## src/sv/bss_pkg.sv

```systemverilog
package bss_pkg;

  localparam int unsigned SlotCountDefault = 256;
  localparam int unsigned SlotW            = 8;
  localparam int unsigned ValueW           = 64;
  localparam int unsigned SlotSpan         = 256;  // slots reachable by an 8-bit index
  localparam int unsigned WordW            = 16;   // bitmap word for the two-level search

  localparam logic [ValueW-1:0] EmptyMark = {1'b1, {(ValueW-1){1'b0}}};

  typedef enum logic [1:0] {
    CmdPush = 2'd0,
    CmdPeek = 2'd1,
    CmdPop  = 2'd2
  } cmd_e;

  typedef enum logic [1:0] {
    StIdle = 2'b01,
    StExec = 2'b10
  } state_e;

  typedef struct packed {
    logic [1:0]               command;
    logic [SlotW-1:0]         slot;
    logic signed [ValueW-1:0] value;
  } in_req_t;

  typedef struct packed {
    logic [SlotW-1:0]         result_slot;
    logic signed [ValueW-1:0] result_value;
    logic                     hit;
    logic                     full_res;
  } out_res_t;

  typedef struct packed {
    logic             found;
    logic [SlotW-1:0] idx;
  } find_t;

endpackage

```

## src/sv/bss_free_find.sv

```systemverilog
module bss_free_find #(
  parameter int unsigned SlotLimit = bss_pkg::SlotSpan
) (
  input  logic [SlotLimit-1:0] used_i,
  output bss_pkg::find_t       find_o
);

  localparam int unsigned WordW    = bss_pkg::WordW;
  localparam int unsigned NumWords = (SlotLimit + WordW - 1) / WordW;

  logic [NumWords*WordW-1:0] avail;
  logic [NumWords-1:0]       word_any;
  logic [3:0]                w_sel;
  logic [WordW-1:0]          sel_word;
  logic [3:0]                b_sel;

  // free slots, slot zero and the padding above the store never offered
  always_comb begin
    avail                 = '0;
    avail[SlotLimit-1:0]  = ~used_i;
    avail[0]              = 1'b0;
  end

  always_comb begin
    for (int w = 0; w < NumWords; w++) begin
      word_any[w] = |avail[w*WordW +: WordW];
    end
  end

  // first level: lowest word holding a free slot
  always_comb begin
    w_sel = '0;
    for (int w = NumWords - 1; w >= 0; w--) begin
      if (word_any[w]) begin
        w_sel = 4'(w);
      end
    end
  end

  assign sel_word = avail[w_sel*WordW +: WordW];

  // second level: lowest free bit inside that word
  always_comb begin
    b_sel = '0;
    for (int b = WordW - 1; b >= 0; b--) begin
      if (sel_word[b]) begin
        b_sel = 4'(b);
      end
    end
  end

  assign find_o.found = |word_any;
  assign find_o.idx   = {w_sel, b_sel};

endmodule

```

## config.mk

```make
export PLATFORM = sky130hd
export DESIGN_NAME = bss_free_find
export DESIGN_NICKNAME = d
export VERILOG_FILES = /design/src/sv/bss_pkg.sv /design/src/sv/bss_free_find.sv
export SDC_FILE = /design/constraint.sdc
export NUM_CORES = 1
export LEC_CHECK = 0
export BUFFER_PORTS_ARGS = -buffer_cell sky130_fd_sc_hd__buf_2
export CAP_MARGIN = 5
export CORE_AREA = 5 5 101 103
export DETAILED_ROUTE_END_ITERATION = 12
export DIE_AREA = 0 0 106 108
export GPL_TIMING_DRIVEN = 0
export PLACE_DENSITY = 0.74
export RECOVER_POWER = 50
export SLEW_MARGIN = 15
export SYNTH_ARGS = -nofsm -noshare
export SYNTH_HDL_FRONTEND = slang
export SYNTH_SLANG_ARGS = --single-unit
```

## constraint.sdc

```tcl
create_clock -name vclk -period 5.2
set_input_delay 1.04 -clock vclk [all_inputs]
set_output_delay 1.04 -clock vclk [all_outputs]
set_load 0.005 [all_outputs]
```

-- After elaboration in Yosys (flattened, before gate mapping)
Index checks and enable logic that the tools add are counted.
- register bits: 0
- bits of input ports: 256
- output and inout port bits: 9
- word-level logic and storage cells: 51
- shift-type cells: 1
- multiplexer cells: 32
- bitwise gates (word level): 1
- reductions and logical operators: 17
- operators with widths (cell ; count):
    256-bit NOT ; 1
    256-bit by 9-bit variable part select with 16-bit output ; 1
    255-bit OR reduction ; 1
    16-bit OR reduction ; 15
    4-bit 2-to-1 mux ; 32
    15-bit OR reduction ; 1

-- Longest topological paths before layout
Gate-level depths: netlist (run 1).
- word-level depth: 35
- gate-level depth with buffers: 15
- depth with buffers taken out: 14

-- Worst setup path before layout (run 1)
No wires, ideal clock.
- kind: input to output
- from: in used_i[223]
- to: out find_o[1] (netlist name)
- arrival time: 3.852 ns
- required time: 4.160 ns
- slack: 0.308 ns
- cell stages on the path: 14
- buffers on the path: 1
- cell sequence: nand4_1 > or4_1 > a211oi_2 > o221ai_2 > a21o_1 > buf_2 > o211ai_1 > a21oi_1 > or3_1 > o311ai_1 > o211ai_1 > a311oi_1 > o21bai_1 > a311oi_1
- RTL lines (item ; line ; RTL):
    start, declared ; bss_free_find.sv:4 ; input logic [SlotLimit-1:0] used_i,
    end, declared ; bss_free_find.sv:5 ; output bss_pkg::find_t find_o

==> flow_summary.json, run 1 <==
{
  "cap_viol_max_count": 0,
  "drtIter0Drc": 642,
  "netlist_area_sq_um": 3220,
  "vdd_drop_max_mv": 0.0278,
  "viasPerCell": 6.49,
  "drc": 0,
  "status": "complete, but fails checks",
  "ctsHoldBuffers": 0,
  "nFillCells": 874,
  "grt_max_degree": 11,
  "core_area_sq_um": 9110,
  "wl_met1_mm": 8.12,
  "syn_area_per_cell_sq_um": 6.78,
  "dp_hpwl_mm": 17.9,
  "seq_area_sq_um": 0,
  "slew_violations": 0,
  "slew_headroom_pct": 58.9,
  "crit_start": "used_i[219]",
  "ioPinCount": 265,
  "wirelength_mm": 22.0,
  "holdPathEnd": "find_o[1]",
  "end_kind": "output port",
  "p_per_area_nw_per_um2": 44.6,
  "route.met3.wl_mm": 2.20,
  "grt.total_usage_pct": 35.1,
  "wire_per_inst_um": 24.7,
  "first_global_vias": 5721,
  "ys_warn_count": 0,
  "drive_gt1_share_pct": 50.0,
  "worstHoldStart": "used_i[1]",
  "clkbuf_count": 0,
  "syn_nets": 731,
  "layout.nets": 1034,
  "final_core_util_pct": 60.6,
  "fin_crit_ns": 5.60,
  "die_x_um": 106,
  "vias": 5768,
  "antenna_found_initial": 1,
  "path_max_fanout": 3,
  "layout-area-overhead-vs-synth_pct": 71.4,
  "die_y_um": 108,
  "grt_overflow": 0,
  "grt_pass1_wl_mm": 31.2,
  "fp-row-count": 35,
  "design.seq.count": 0,
  "rsz0062_at_grt": "yes",
  "critPathKind": "in -> out",
  "violations": "setup timing",
  "holdPathStages": 6,
  "p_leak_nw": 2.66,
  "final_cells": 889,
  "fin_crit_sh_pct": 108,
  "worst_setup_path_start_kind": "input pin",
  "worst_ep_arrival_time_ns": 4.56,
  "ys_seq_area_share_pct": 0,
  "yosysUniqueCellTypes": 54,
  "min_path_type": "in -> out",
  "layout_setup_ws_ns": -0.396,
  "port-buffer-count": 264,
  "firstDrtPassIters": 5,
  "gp_congestion": 0.973,
  "tightest_slew_ns": 0.612,
  "dp_cells": 850,
  "dieArea_sq_um": 11400,
  "ant_nets": 0,
  "timing.fmax_ghz": 0.179,
  "routed-wl-met2_mm": 10.5,
  "hold_violations": 0,
  "setup_viol": 4,
  "cp_data_required_time_ns": 4.16,
  "top_layer": "met4",
  "start_util_pct": 35.4,
  "syn_inst": 475
}
Yosys cell counts (all sizes together), types with 4 or more instances:
| cell type | n | share of area [%] |
|---|---|---|
| o22ai | 7 | 1.6 |
| nand2 | 60 | 7.0 |
| a211oi | 24 | 5.7 |
| mux2i | 83 | 26 |
| and2 | 18 | 3.5 |
| a311oi | 4 | 1.3 |
| o221ai | 4 | 1.3 |
| nor3 | 11 | 1.7 |
| a21o | 4 | 0.93 |
| o21a | 4 | 0.93 |
| nand2b | 5 | 0.97 |
| nand4 | 69 | 13 |
| o21ai | 26 | 4.0 |
| o211ai | 12 | 2.8 |
| clkbuf | 4 | 0.47 |
| and3 | 7 | 1.4 |
| o31ai | 7 | 2.1 |
| nor4 | 17 | 4.9 |
| buf | 25 | 4.6 |
| a21oi | 36 | 5.8 |
| nor2 | 10 | 1.2 |
| nand3 | 7 | 1.1 |
| or4 | 4 | 0.93 |
what timing repair did:
| action | CTS | global route |
|---|---|---|
| buffers inserted | 19 | 17 |
| cloned | 1 | 0 |
| resized for setup | 85 | 34 |
| setup endpoints to repair | 4 | 4 |
| pin swaps | 24 | 25 |
layer usage:
layer / track usage [%] / vias to the layer above
met5: 0 / -
li1: - / 2531
met2: 62.7 / 479
met1: 42.1 / 2675
met4: 15.6 / 0
met3: 4.60 / 83
per-stage QoR:
step	power (mW)	hold WS, ns	worst slack (ns)	instance area [sq um]	setup TNS (ns)
after global placement	0.214	2.62	-1.10	4680	-3.60
after floorplan	0.0683	2.31	0.308	3220	0
after CTS	0.231	2.63	-0.338	5210	-0.939
after detailed placement	0.217	2.63	-1.13	4680	-3.58
final	0.246	2.66	-0.396	5520	-1.28
after global routing	0.263	2.67	-0.554	5520	-1.85
layout make-up:
cell class                      count  area (sq um)  area share (%)
Timing Repair Buffer              301          1690            30.5
Multi-Input combinational cell    444          3380            61.2
Antenna cell                        2          5.00          0.0907
Buffer                             29           307            5.55
Tap cell                          111           139            2.52
Inverter                            2          7.51           0.136
cell families after synthesis:
group	Yosys count	share of synthesized area (%)
buffers and inverters	31	5.28
muxes	86	26.8
and+or+nand+nor	217	38.0
AOI/OAI and AO/OA	141	29.9
how the worst max path moves through the flow:
stage,endpoint,cells past startpoint
floorplan,find_o[1],14
global placement,find_o[1],16
detailed placement,find_o[1],16
CTS,find_o[1],16
global route,find_o[1],16
finish,find_o[1],16
where the power goes:
group | switching (mW) | total, mW | internal (mW)
clock network | 0 | 0.0000000517 | 0.0000000516
logic | 0.123 | 0.246 | 0.123
registers | 0 | 0 | 0
worst max-delay path, stage by stage:
cell	delay, ns
buf_2	0.09
nand4_1	0.13
or4_4	0.62
a211oi_4	0.30
o221ai_4	0.18
a21oi_2	0.22
buf_4	0.17
mux2i_2	0.22
nor3_1	0.06
or3_4	0.38
o311ai_2	0.10
o211ai_1	0.19
a311oi_2	0.32
o21bai_1	0.12
a311oi_2	0.25
buf_2	0.15
cell usage in the layout (no fill, tap or decap), drive strengths merged, types with 10 or more instances in the layout:
| cell type | count |
|---|---|
| nand2 | 60 |
| o211ai | 12 |
| nand4 | 69 |
| nor2 | 10 |
| a211oi | 24 |
| and2 | 18 |
| nor3 | 11 |
| nor4 | 17 |
| mux2i | 83 |
| buf | 325 |
| o21ai | 26 |
| a21oi | 36 |
No activity file was read; power rests on OpenSTA's default activity.
==> inputs of run 2 (changes only) <==
--- a/config.mk
+++ b/config.mk
@@ -6,7 +6,6 @@
 export NUM_CORES = 1
 export LEC_CHECK = 0
 export BUFFER_PORTS_ARGS = -buffer_cell sky130_fd_sc_hd__buf_2
-export CAP_MARGIN = 5
 export CORE_AREA = 5 5 101 103
 export DETAILED_ROUTE_END_ITERATION = 12
 export DIE_AREA = 0 0 106 108
@@ -17,3 +16,4 @@
 export SYNTH_ARGS = -nofsm -noshare
 export SYNTH_HDL_FRONTEND = slang
 export SYNTH_SLANG_ARGS = --single-unit
+export TNS_END_PERCENT = 5
==> flow_summary.json, run 2 (synthesis gave the netlist of run 1 again) <==
{
  "status": "complete, but fails checks",
  "violations": "setup timing",
  "viasPerCell": 6.46,
  "setup_viol": 4,
  "cp_data_required_time_ns": 4.16,
  "grt_pass1_wl_mm": 31.0,
  "firstDrtPassIters": 8,
  "grt.busiest_layer": "met2",
  "path_max_fanout": 3,
  "cap_viol_max_count": 0,
  "layout_setup_ws_ns": -0.376,
  "worst_setup_path_start_kind": "input pin",
  "gp_congestion": 0.973,
  "vias": 5680,
  "final_area_sq_um": 5270,
  "p_per_area_nw_per_um2": 44.9,
  "p_leak_nw": 2.56,
  "use_met3_pct": 4.54,
  "holdWs_ns": 2.61,
  "antenna_found_initial": 1,
  "layout_commonest_cell": "buf_2",
  "dp_hpwl_mm": 17.9,
  "hold_violations": 0,
  "design.seq.count": 0,
  "core_area_sq_um": 9110,
  "fin_crit_sh_pct": 107,
  "critPathKind": "in -> out",
  "worst_ep_arrival_time_ns": 4.54,
  "port-buffer-count": 264,
  "seq_area_sq_um": 0,
  "use_met1_pct": 41.7,
  "slew_headroom_pct": 61.7,
  "ioPinCount": 265,
  "layout-area-overhead-vs-synth_pct": 63.5,
  "ant_nets": 0,
  "first_global_vias": 5704,
  "grt.total_usage_pct": 34.8,
  "die_y_um": 108,
  "grt_overflow": 0,
  "wire_per_inst_um": 24.7,
  "placed_area_sq_um": 4680,
  "met2_usage_pct": 62.5,
  "drtIter0Drc": 632,
  "layout_common_cells": "267 x buf_2, 82 x mux2i_1, 69 x nand4_1",
  "dieArea_sq_um": 11400,
  "clkbuf_count": 0,
  "start_util_pct": 35.4,
  "min_path_type": "in -> out",
  "fp-row-count": 35,
  "layout.nets": 1024,
  "finalSetupTns_ns": -1.30,
  "vdd_drop_max_mv": 0.0258,
  "tightest_slew_ns": 0.571,
  "die_x_um": 106,
  "timing.fmax_ghz": 0.179,
  "slew_violations": 0,
  "drive_gt1_share_pct": 48.7,
  "wirelength_mm": 21.7,
  "rsz0062_at_grt": "yes",
  "fin_crit_ns": 5.58,
  "end_kind": "output port",
  "drc": 0,
  "grt_max_degree": 11
}
## run 2: cell types whose count changed in the layout (fill, tap and decap cells not counted), sizes merged
| cell | delta |
|---|---|
| buf | -10 |
## run 2: timing repair
item	CTS	global route
endpoints found under the hold margin	0	0
setup buffers	11	16
endpoints found under the setup margin	4	4
hold buffers	0	0
pin swaps	17	27
resized for setup	49	36
## run 2: routing by layer
metal	wire, um	share of wire, %
met4	1050	4.8
met5	0	0
met1	7940	37
met3	2320	11
met2	10400	48
## run 2: layout make-up
type	instances	area [sq um]
tap	111	139
antenna	2	5.00
multi-input combinational	444	3340
fill	914	3840
inverter	2	7.51
timing repair buffer	291	1530
buffer	29	244
## run 2: critical path: stages
cell and delay, ns:
buf_2 0.10, nand4_1 0.15, or4_4 0.58, a211oi_4 0.29
o221ai_4 0.18, a21oi_2 0.24, buf_4 0.16, mux2i_2 0.21
nor3_1 0.06, or3_4 0.38, o311ai_2 0.10, o211ai_1 0.19
a311oi_2 0.33, o21bai_1 0.11, a311oi_2 0.26, buf_2 0.16
## run 2: power breakdown
part	switching, mW	internal, mW
Clock	0	0.0000000516
Sequential	0	0
Combinational	0.122	0.115
## run 2: final timing paths
check / startpoint / end / slack (ns) / cells after the start
max: used_i[223] / find_o[1] / -0.38 / 16
min: used_i[1] / find_o[1] / 2.61 / 6
## run 2: per-stage QoR
stage          setup WS, ns  instances  util, %  total power, mW
3_3_place_gp          -1.10        850     51.4            0.214
5_1_grt              -0.550        878     57.8            0.253
3_5_place_dp          -1.13        850     51.4            0.217
4_1_cts              -0.378        861     54.7            0.224
6_report             -0.376        879     57.8            0.237
2_1_floorplan         0.308        475        -           0.0683
